**src/sv/scan_cluster_cylinder_detect_defines.svh**
```systemverilog
// Assertion macros shared by the cylinder detector RTL.
// No dependencies; included by the modules that carry checks.
`ifndef SCAN_CLUSTER_CYLINDER_DETECT_DEFINES_SVH
`define SCAN_CLUSTER_CYLINDER_DETECT_DEFINES_SVH

`ifndef SYNTHESIS
`define SCCD_ASSERT(label, clk, rst_n, prop) \
	label: assert property (@(posedge clk) disable iff (!rst_n) prop) \
		else $error("sccd assertion failed");
`define SCCD_ASSERT_NEVER(label, clk, rst_n, expr) \
	label: assert property (@(posedge clk) disable iff (!rst_n) !(expr)) \
		else $error("sccd forbidden condition seen");
`else
`define SCCD_ASSERT(label, clk, rst_n, prop)
`define SCCD_ASSERT_NEVER(label, clk, rst_n, expr)
`endif

`endif

```
**src/sv/sccd_pkg.sv**
```systemverilog
// Types and constants of the scan cluster cylinder detector.
// No dependencies; imported by every module of the block.
`timescale 1ns / 1ps
`default_nettype none

package sccd_pkg;

	localparam int unsigned CoordW = 20;
	localparam int unsigned GapW = 19;
	localparam int unsigned CntRegW = 10;
	localparam int unsigned COUNT_WIDTH = 10;
	localparam int unsigned QueueDepth = 4;
	localparam int unsigned NumRegs = 4;
	localparam int unsigned PaddrW = $clog2(4 * NumRegs);
	localparam int unsigned PdataW = 32;

	localparam logic [GapW-1:0] GapXReset = GapW'(410);
	localparam logic [GapW-1:0] GapYReset = GapW'(410);
	localparam logic [CntRegW-1:0] MinPointsReset = CntRegW'(30);
	localparam logic [CntRegW-1:0] MaxPointsReset = CntRegW'(50);

	typedef enum logic [1:0] {
		REG_GAP_X      = 2'd0,
		REG_GAP_Y      = 2'd1,
		REG_MIN_POINTS = 2'd2,
		REG_MAX_POINTS = 2'd3
	} reg_idx_t;

	typedef logic signed [CoordW-1:0] coord_t;

	typedef struct packed {
		coord_t point_x;
		coord_t point_y;
		logic   end_of_scan;
	} point_t;

	typedef struct packed {
		coord_t center_x;
		coord_t center_y;
		logic   last_of_run;
	} result_t;

	typedef struct packed {
		logic [GapW-1:0]    gap_x;
		logic [GapW-1:0]    gap_y;
		logic [CntRegW-1:0] min_points;
		logic [CntRegW-1:0] max_points;
	} cfg_t;

	// One queued job: the cluster closed by a point, then the final cluster.
	typedef struct packed {
		logic   a_en;
		coord_t a_first_x;
		coord_t a_first_y;
		coord_t a_last_x;
		coord_t a_last_y;
		logic   b_en;
		coord_t b_first_x;
		coord_t b_first_y;
		coord_t b_last_x;
		coord_t b_last_y;
	} job_t;

endpackage

`default_nettype wire

```
**src/sv/sccd_front.sv**
```systemverilog
// Front end: accepts points, tracks the open cluster and classifies each point.
// Depends on sccd_pkg; pushes result jobs into sccd_queue.
`timescale 1ns / 1ps
`default_nettype none

module sccd_front import sccd_pkg::*; #(
	parameter int unsigned COUNT_WIDTH = sccd_pkg::COUNT_WIDTH
) (
	input  wire logic   clk,
	input  wire logic   arst_n,
	input  wire cfg_t   cfg,
	input  wire logic   point_valid,
	output logic        point_stall,
	input  wire point_t point,
	input  wire logic   job_full,
	output logic        job_push,
	output job_t        job
);

	localparam int unsigned DiffW = CoordW + 1;
	localparam int unsigned MagW = (DiffW > GapW) ? DiffW : GapW;
	localparam int unsigned CmpW = (COUNT_WIDTH > CntRegW) ? COUNT_WIDTH : CntRegW;
	localparam logic [COUNT_WIDTH-1:0] CountMax = {COUNT_WIDTH{1'b1}};
	localparam logic [COUNT_WIDTH-1:0] CountOne = COUNT_WIDTH'(1);

	logic                   have_q;
	coord_t                 first_x_q, first_y_q, prev_x_q, prev_y_q;
	logic [COUNT_WIDTH-1:0] count_q;

	logic                   accept;
	logic signed [DiffW-1:0] dx, dy;
	logic [DiffW-1:0]       adx, ady;
	logic                   near, join_pt, break_pt;
	logic [COUNT_WIDTH-1:0] count_join, count_b;
	logic                   size_ok_a, size_ok_b;

	assign point_stall = job_full;
	assign accept = point_valid && !point_stall;

	assign dx = DiffW'(point.point_x) - DiffW'(prev_x_q);
	assign dy = DiffW'(point.point_y) - DiffW'(prev_y_q);
	assign adx = dx[DiffW-1] ? DiffW'(-dx) : DiffW'(dx);
	assign ady = dy[DiffW-1] ? DiffW'(-dy) : DiffW'(dy);
	assign near = (MagW'(adx) <= MagW'(cfg.gap_x)) && (MagW'(ady) <= MagW'(cfg.gap_y));
	assign join_pt = have_q && near;
	assign break_pt = have_q && !near;

	assign count_join = (count_q == CountMax) ? count_q : count_q + CountOne;
	assign count_b = join_pt ? count_join : CountOne;

	assign size_ok_a = (CmpW'(count_q) >= CmpW'(cfg.min_points))
		&& (CmpW'(count_q) <= CmpW'(cfg.max_points));
	assign size_ok_b = (CmpW'(count_b) >= CmpW'(cfg.min_points))
		&& (CmpW'(count_b) <= CmpW'(cfg.max_points));

	always_comb begin
		job.a_en = break_pt && (prev_x_q <= point.point_x) && size_ok_a;
		job.a_first_x = first_x_q;
		job.a_first_y = first_y_q;
		job.a_last_x = prev_x_q;
		job.a_last_y = prev_y_q;
		job.b_en = point.end_of_scan && size_ok_b;
		job.b_first_x = join_pt ? first_x_q : point.point_x;
		job.b_first_y = join_pt ? first_y_q : point.point_y;
		job.b_last_x = point.point_x;
		job.b_last_y = point.point_y;
	end

	assign job_push = accept && (job.a_en || job.b_en);

	always_ff @(posedge clk or negedge arst_n) begin
		if (!arst_n) begin
			have_q <= 1'b0;
			first_x_q <= '0;
			first_y_q <= '0;
			prev_x_q <= '0;
			prev_y_q <= '0;
			count_q <= '0;
		end else if (accept) begin
			if (point.end_of_scan) begin
				have_q <= 1'b0;
				first_x_q <= '0;
				first_y_q <= '0;
				prev_x_q <= '0;
				prev_y_q <= '0;
				count_q <= '0;
			end else if (join_pt) begin
				prev_x_q <= point.point_x;
				prev_y_q <= point.point_y;
				count_q <= count_join;
			end else begin
				have_q <= 1'b1;
				first_x_q <= point.point_x;
				first_y_q <= point.point_y;
				prev_x_q <= point.point_x;
				prev_y_q <= point.point_y;
				count_q <= CountOne;
			end
		end
	end

endmodule

`default_nettype wire

```
**src/sv/sccd_queue.sv**
```systemverilog
// Short job queue between the front end and the back end.
// Depends on sccd_pkg for the job type and depth.
`timescale 1ns / 1ps
`default_nettype none
`include "scan_cluster_cylinder_detect_defines.svh"

module sccd_queue import sccd_pkg::*; (
	input  wire logic clk,
	input  wire logic arst_n,
	input  wire logic push,
	input  wire job_t push_job,
	input  wire logic pop,
	output job_t      head,
	output logic      head_valid,
	output logic      full
);

	localparam int unsigned PtrW = $clog2(QueueDepth);
	localparam int unsigned CntW = $clog2(QueueDepth + 1);
	localparam logic [PtrW-1:0] PtrLast = PtrW'(QueueDepth - 1);
	localparam logic [CntW-1:0] CntDepth = CntW'(QueueDepth);

	job_t            slot_q [QueueDepth];
	logic [PtrW-1:0] wr_ptr_q, rd_ptr_q;
	logic [CntW-1:0] count_q;

	assign head = slot_q[rd_ptr_q];
	assign head_valid = (count_q != '0);
	assign full = (count_q == CntDepth);

	always_ff @(posedge clk) begin
		if (push) begin
			slot_q[wr_ptr_q] <= push_job;
		end
	end

	always_ff @(posedge clk or negedge arst_n) begin
		if (!arst_n) begin
			wr_ptr_q <= '0;
			rd_ptr_q <= '0;
			count_q <= '0;
		end else begin
			if (push) begin
				wr_ptr_q <= (wr_ptr_q == PtrLast) ? '0 : wr_ptr_q + PtrW'(1);
			end
			if (pop) begin
				rd_ptr_q <= (rd_ptr_q == PtrLast) ? '0 : rd_ptr_q + PtrW'(1);
			end
			if (push && !pop) begin
				count_q <= count_q + CntW'(1);
			end else if (pop && !push) begin
				count_q <= count_q - CntW'(1);
			end
		end
	end

	`SCCD_ASSERT_NEVER(a_no_push_full, clk, arst_n, push && full && !pop)
	`SCCD_ASSERT_NEVER(a_no_pop_empty, clk, arst_n, pop && !head_valid)
	`SCCD_ASSERT(a_count_bound, clk, arst_n, count_q <= CntDepth)
	`SCCD_ASSERT(a_pop_drains, clk, arst_n, (pop && !push) |=> (count_q == $past(count_q) - CntW'(1)))

endmodule

`default_nettype wire

```
**src/sv/sccd_back.sv**
```systemverilog
// Back end: turns queued jobs into cylinder centres, one result a cycle unless result_stall holds it.
// Depends on sccd_pkg; reads jobs from sccd_queue and drives the result channel.
`timescale 1ns / 1ps
`default_nettype none
`include "scan_cluster_cylinder_detect_defines.svh"

module sccd_back import sccd_pkg::*; (
	input  wire logic clk,
	input  wire logic arst_n,
	input  wire job_t head,
	input  wire logic head_valid,
	output logic      pop,
	output logic      result_valid,
	input  wire logic result_stall,
	output result_t   result
);

	localparam int unsigned SumW = CoordW + 1;

	logic                  phase_q;
	logic                  result_valid_q;
	result_t               result_q;

	logic                  load, take, use_b;
	coord_t                sel_first_x, sel_first_y, sel_last_x, sel_last_y;
	logic signed [SumW-1:0] sum_x, sum_y;

	assign load = !result_valid_q || !result_stall;
	assign take = load && head_valid;
	assign use_b = phase_q || !head.a_en;
	assign pop = take && (use_b || !head.b_en);

	assign sel_first_x = use_b ? head.b_first_x : head.a_first_x;
	assign sel_first_y = use_b ? head.b_first_y : head.a_first_y;
	assign sel_last_x = use_b ? head.b_last_x : head.a_last_x;
	assign sel_last_y = use_b ? head.b_last_y : head.a_last_y;
	assign sum_x = SumW'(sel_first_x) + SumW'(sel_last_x);
	assign sum_y = SumW'(sel_first_y) + SumW'(sel_last_y);

	always_ff @(posedge clk) begin
		if (take) begin
			result_q.center_x <= sum_x[SumW-1:1];
			result_q.center_y <= sum_y[SumW-1:1];
			result_q.last_of_run <= use_b || !head.b_en;
		end
	end

	always_ff @(posedge clk or negedge arst_n) begin
		if (!arst_n) begin
			phase_q <= 1'b0;
			result_valid_q <= 1'b0;
		end else begin
			if (load) begin
				result_valid_q <= head_valid;
			end
			if (take) begin
				phase_q <= !use_b && head.b_en;
			end
		end
	end

	assign result_valid = result_valid_q;
	assign result = result_q;

	`SCCD_ASSERT(a_phase_has_job, clk, arst_n, phase_q |-> (head_valid && head.a_en && head.b_en))
	`SCCD_ASSERT(a_second_follows, clk, arst_n, (take && !use_b && head.b_en) |=> phase_q)
	`SCCD_ASSERT(a_pending_second, clk, arst_n, (result_valid_q && !result_q.last_of_run) |-> phase_q)

endmodule

`default_nettype wire

```
**src/sv/scan_cluster_cylinder_detect.sv**
```systemverilog
// Top level of the scan cluster cylinder detector: register port and datapath.
// Depends on sccd_pkg, sccd_front, sccd_queue and sccd_back.
//
//   Channel   Direction  Handshake                  Payload
//   point     in         point_valid / point_stall  point_t  (point_x, point_y, end_of_scan)
//   result    out        result_valid / result_stall result_t (center_x, center_y, last_of_run)
//   config    in         psel/penable/pwrite/pready paddr, pwdata, prdata
//
// One point is taken per cycle unless point_stall is high; each result is queued, then registered at the output.
// The back end delivers one result per cycle unless stalled, so a point closing two clusters holds it for both results.
// A four-job queue between front and back absorbs this; the point side stalls only when it fills.
// Reset clears the open cluster and loads the default thresholds and count range.
`timescale 1ns / 1ps
`default_nettype none

module scan_cluster_cylinder_detect import sccd_pkg::*; #(
	parameter int unsigned COUNT_WIDTH = sccd_pkg::COUNT_WIDTH
) (
	input  wire logic              clk,
	input  wire logic              arst_n,
	input  wire logic              point_valid,
	output logic                   point_stall,
	input  wire point_t            point,
	output logic                   result_valid,
	input  wire logic              result_stall,
	output result_t                result,
	input  wire logic              psel,
	input  wire logic              penable,
	input  wire logic              pwrite,
	input  wire logic [PaddrW-1:0] paddr,
	input  wire logic [PdataW-1:0] pwdata,
	output logic [PdataW-1:0]      prdata,
	output logic                   pready
);

	cfg_t     cfg_q;
	reg_idx_t reg_idx;
	logic     cfg_write;

	logic job_full, job_push, job_pop, head_valid;
	job_t job, head;

	assign pready = 1'b1;
	assign reg_idx = reg_idx_t'(paddr[PaddrW-1:2]);
	assign cfg_write = psel && penable && pwrite && pready;

	always_ff @(posedge clk or negedge arst_n) begin
		if (!arst_n) begin
			cfg_q.gap_x <= GapXReset;
			cfg_q.gap_y <= GapYReset;
			cfg_q.min_points <= MinPointsReset;
			cfg_q.max_points <= MaxPointsReset;
		end else if (cfg_write) begin
			case (reg_idx)
				REG_GAP_X: begin
					cfg_q.gap_x <= pwdata[GapW-1:0];
				end
				REG_GAP_Y: begin
					cfg_q.gap_y <= pwdata[GapW-1:0];
				end
				REG_MIN_POINTS: begin
					cfg_q.min_points <= pwdata[CntRegW-1:0];
				end
				REG_MAX_POINTS: begin
					cfg_q.max_points <= pwdata[CntRegW-1:0];
				end
				default: begin
				end
			endcase
		end
	end

	always_comb begin
		case (reg_idx)
			REG_GAP_X: begin
				prdata = PdataW'(cfg_q.gap_x);
			end
			REG_GAP_Y: begin
				prdata = PdataW'(cfg_q.gap_y);
			end
			REG_MIN_POINTS: begin
				prdata = PdataW'(cfg_q.min_points);
			end
			REG_MAX_POINTS: begin
				prdata = PdataW'(cfg_q.max_points);
			end
			default: begin
				prdata = '0;
			end
		endcase
	end

	sccd_front #(
		.COUNT_WIDTH(COUNT_WIDTH)
	) u_front (
		.clk        (clk),
		.arst_n     (arst_n),
		.cfg        (cfg_q),
		.point_valid(point_valid),
		.point_stall(point_stall),
		.point      (point),
		.job_full   (job_full),
		.job_push   (job_push),
		.job        (job)
	);

	sccd_queue u_queue (
		.clk       (clk),
		.arst_n    (arst_n),
		.push      (job_push),
		.push_job  (job),
		.pop       (job_pop),
		.head      (head),
		.head_valid(head_valid),
		.full      (job_full)
	);

	sccd_back u_back (
		.clk         (clk),
		.arst_n      (arst_n),
		.head        (head),
		.head_valid  (head_valid),
		.pop         (job_pop),
		.result_valid(result_valid),
		.result_stall(result_stall),
		.result      (result)
	);

endmodule

`default_nettype wire
```
**config.mk**
```make
export PLATFORM = sky130hd
export DESIGN_NAME = scan_cluster_cylinder_detect
export DESIGN_NICKNAME = d
export VERILOG_FILES = /design/src/sv/sccd_pkg.sv /design/src/sv/sccd_front.sv /design/src/sv/sccd_queue.sv /design/src/sv/sccd_back.sv /design/src/sv/scan_cluster_cylinder_detect.sv
export VERILOG_INCLUDE_DIRS = /design/src /design/src/sv
export SDC_FILE = /design/constraint.sdc
export NUM_CORES = 1
export LEC_CHECK = 0
export BUFFER_PORTS_ARGS = -buffer_cell sky130_fd_sc_hd__buf_4
export CAP_MARGIN = 20
export CORE_AREA = 10 10 295 297
export DETAILED_ROUTE_END_ITERATION = 12
export DIE_AREA = 0 0 305 307
export PLACE_DENSITY = 0.66
export SYNTH_ARGS = -nofsm -noshare
export SYNTH_HDL_FRONTEND = slang
export SYNTH_SLANG_ARGS = --single-unit
```
**constraint.sdc**
```tcl
create_clock -name clk -period 13 [get_ports clk]
set_input_delay 0.65 -clock clk [delete_from_list [all_inputs] [get_ports clk]]
set_output_delay 0.65 -clock clk [all_outputs]
set_load 0.01 [all_outputs]
```
==> run metrics <==
status=complete, no violations; Starting Density=49.3%; max-slew violations=0; first-pass GRT wire length=145 mm; Setup WS pre-CTS=1620 ps; Hold WS=34.8 ps; Period minus WS final=11060 ps; row count=105; Critical Path End Type=flip-flop; max incr delay on CP=840 ps; antenna-violating nets left=0; I/O pin cnt=160; Detail Placement HPWL=60.7 mm; clock-pin slew on the worst setup and hold paths=60 ps; VDD IR max=0.108 mV; post-CTS sizing=0; Synth area leaders=edfxtp_1 52%, mux4_2 9.3%, dfrtp_1 8.8%; Max Fclk=0.0904 GHz; nets=3072; Yosys cell types=86; Clock Tree Buf Depth=3; vias in the first global route=24199; CORE AREA=81300 um^2; TNS Setup=0 ps; Area Growth Syn to Fin=13.0%; Worst Path Required=13290 ps; Yosys top cell by area=edfxtp_1; Setup Skew=28.3 ps; Tightest Hold Check Type=input port to async pin; TritonCTS clock tree=built; die width=305 um; Slowest-stage cell, CP=and2_4; Tot GR Track Use=19.7%; Avg WL per Cell=23.6 um; yosys warns=0; Arr. time, crit path=11360 ps; fill count=6373; Post-synth EDFFs=689; share of layout cells above drive strength 1=22.9%; critical path class=flip-flop to flip-flop; Static Leakage=16.3 nW; initial antenna violation count=3; post-synth top area share=51.6%; CP startpoint kind=flip-flop; drt pass-1 iters=6; Port Buffer Count=130; top_reg_cell synth=edfxtp_1; Worst-Skew Late Latency=650 ps; hold_buf cts=0; critical path fanouts, max=58; RD Place Congestion=0.895; worst-margin pin slew=1060 ps; period utilization=85.1%; Num CTS Buffers=88; final hold violations=0; RSZ-0062 raised after global routing=false; die area=93600 um^2; Final WS setup=1940 ps; GRT overflow=0; cell mode on critical path=nand2b_1; register bit total from synthesis=847; Post-Syn Area=40100 um^2; post-synthesis area per instance=14.9 um^2; Final setup viols=0; chip height=307 um; CTS Sinks=847; root buf cell=clkbuf_16; DR vias/cell=5.97; vias post-DR=23683; Design Power=9.40 mW; PwrDens=207 nW/um^2; wirelength, routed=93.4 mm; Post-synth ARST share=18.7%; most frequent cell after synthesis=edfxtp_1; drc violations=0; most frequent cells after synthesis=689 x edfxtp_1, 166 x ha_1, 165 x mux4_2, 145 x o21ai_0, 141 x dfrtp_1; H-tree Lvls=3; largest net degree at the start of global routing=96; Rel. slew slack=29.5%; Cells after Synth=2685; register area share after synthesis=61.5%; MaxCap Viol Count=0; initial drt markers=1761; post-CTS setup buffers=0
[critical path: cells and delay by family, from the launching register on]
family | cells | cell delay [ps]
DFF | 1 | 440
adders and majority gates | 4 | 1320
AOI/OAI and AO/OA | 15 | 4020
buffers and inverters | 2 | 620
xor gates and xnor gates | 1 | 140
and+or+nand+nor | 14 | 4090
[state kept, by name (all words and copies together), names as in the netlist]
register,count
u_front.first_y_q,20
u_front.prev_y_q,20
u_back.result_valid,1
u_queue.rd_ptr_q,2
u_front.have_q,1
u_front.prev_x_q,20
u_front.count_q,10
u_front.first_x_q,20
cfg_q,58
u_queue.count_q,3
u_back.phase_q,1
u_queue.wr_ptr_q,2
u_back.result,41
u_queue.slot_q,648
[power breakdown]
part	leakage, nW	internal [mW]	switching, mW
sequential	8.27	3.34	0.237
combinational	6.54	1.37	1.83
clock	1.49	1.56	1.05
total	16.3	6.27	3.12
[final timing paths]
path,from,end,slack [ps],cells past startpoint
min in group clk,pwdata[11],cfg_q[50],210,3
min,arst_n,u_front.first_y_q[9],30,1
max in group asynchronous,arst_n,u_front.first_y_q[12],10940,3
max reg2reg,u_front.prev_x_q[0],u_queue.slot_q[3][151],1940,36
max,u_front.prev_x_q[0],u_queue.slot_q[3][151],1940,36
min reg2reg,u_queue.count_q[2],u_queue.count_q[2],490,1
[cell usage in the layout, fill, tap and decap left out, drive strengths merged, types with 19 or more instances in the layout]
master,count
xnor2,66
o31ai,19
xor2,25
nor2b,20
edfxtp,689
a21oi,110
nor3,24
nand2,133
nand4,22
nand3b,37
clkinv,27
a211oi,22
mux2,150
o21ai,150
buf,161
inv,143
nand3,33
nor2,109
mux4,165
clkbuf,118
ha,166
a32o,39
a21o,35
dfrtp,141
[metrics by stage]
stage | utilization (%) | instance area (um^2) | std cells
after floorplan | - | 40100 | 2697
after global placement | 51.9 | 42200 | 3797
after detailed placement | 51.9 | 42200 | 3797
after CTS | 55.7 | 45300 | 3963
after global routing | 55.7 | 45300 | 3964
final | 55.7 | 45300 | 3965
[final cells by class]
type	count	area (um^2)	share of cell area (%)
Antenna cell	2	5.00	0.0110
Clock buffer	118	2510	5.53
Clock inverter	48	548	1.21
Inverter	138	518	1.14
Multi-Input combinational cell	1581	14400	31.8
Sequential cell	847	24700	54.5
Tap cell	1070	1340	2.96
Timing Repair Buffer	161	1300	2.87
[logic make-up (layout without fill, tap and decap cells)]
family,after synthesis,count (layout),share of synthesized area (%)
flip-flops,847,847,61.5
XOR/XNOR,91,91,1.99
AO/OA/AOI/OAI,494,494,8.22
adder cells (fa/ha/maj),171,171,5.43
multiplexers,331,331,13.9
buffers and inverters,269,465,2.76
AND/OR/NAND/NOR,480,480,6.15
other,2,16,0.0187
[per-layer routing]
| metal | track usage [%] | vias up | part of all wire, % |
|---|---|---|---|
| li1 | - | 10696 | - |
| met4 | 5.77 | 2 | 2.3 |
| met2 | 32.0 | 649 | 48 |
| met5 | 0 | - | 0.019 |
| met1 | 27.2 | 12191 | 44 |
| met3 | 3.03 | 145 | 5.6 |
No activity file was read; power rests on OpenSTA's default activity.
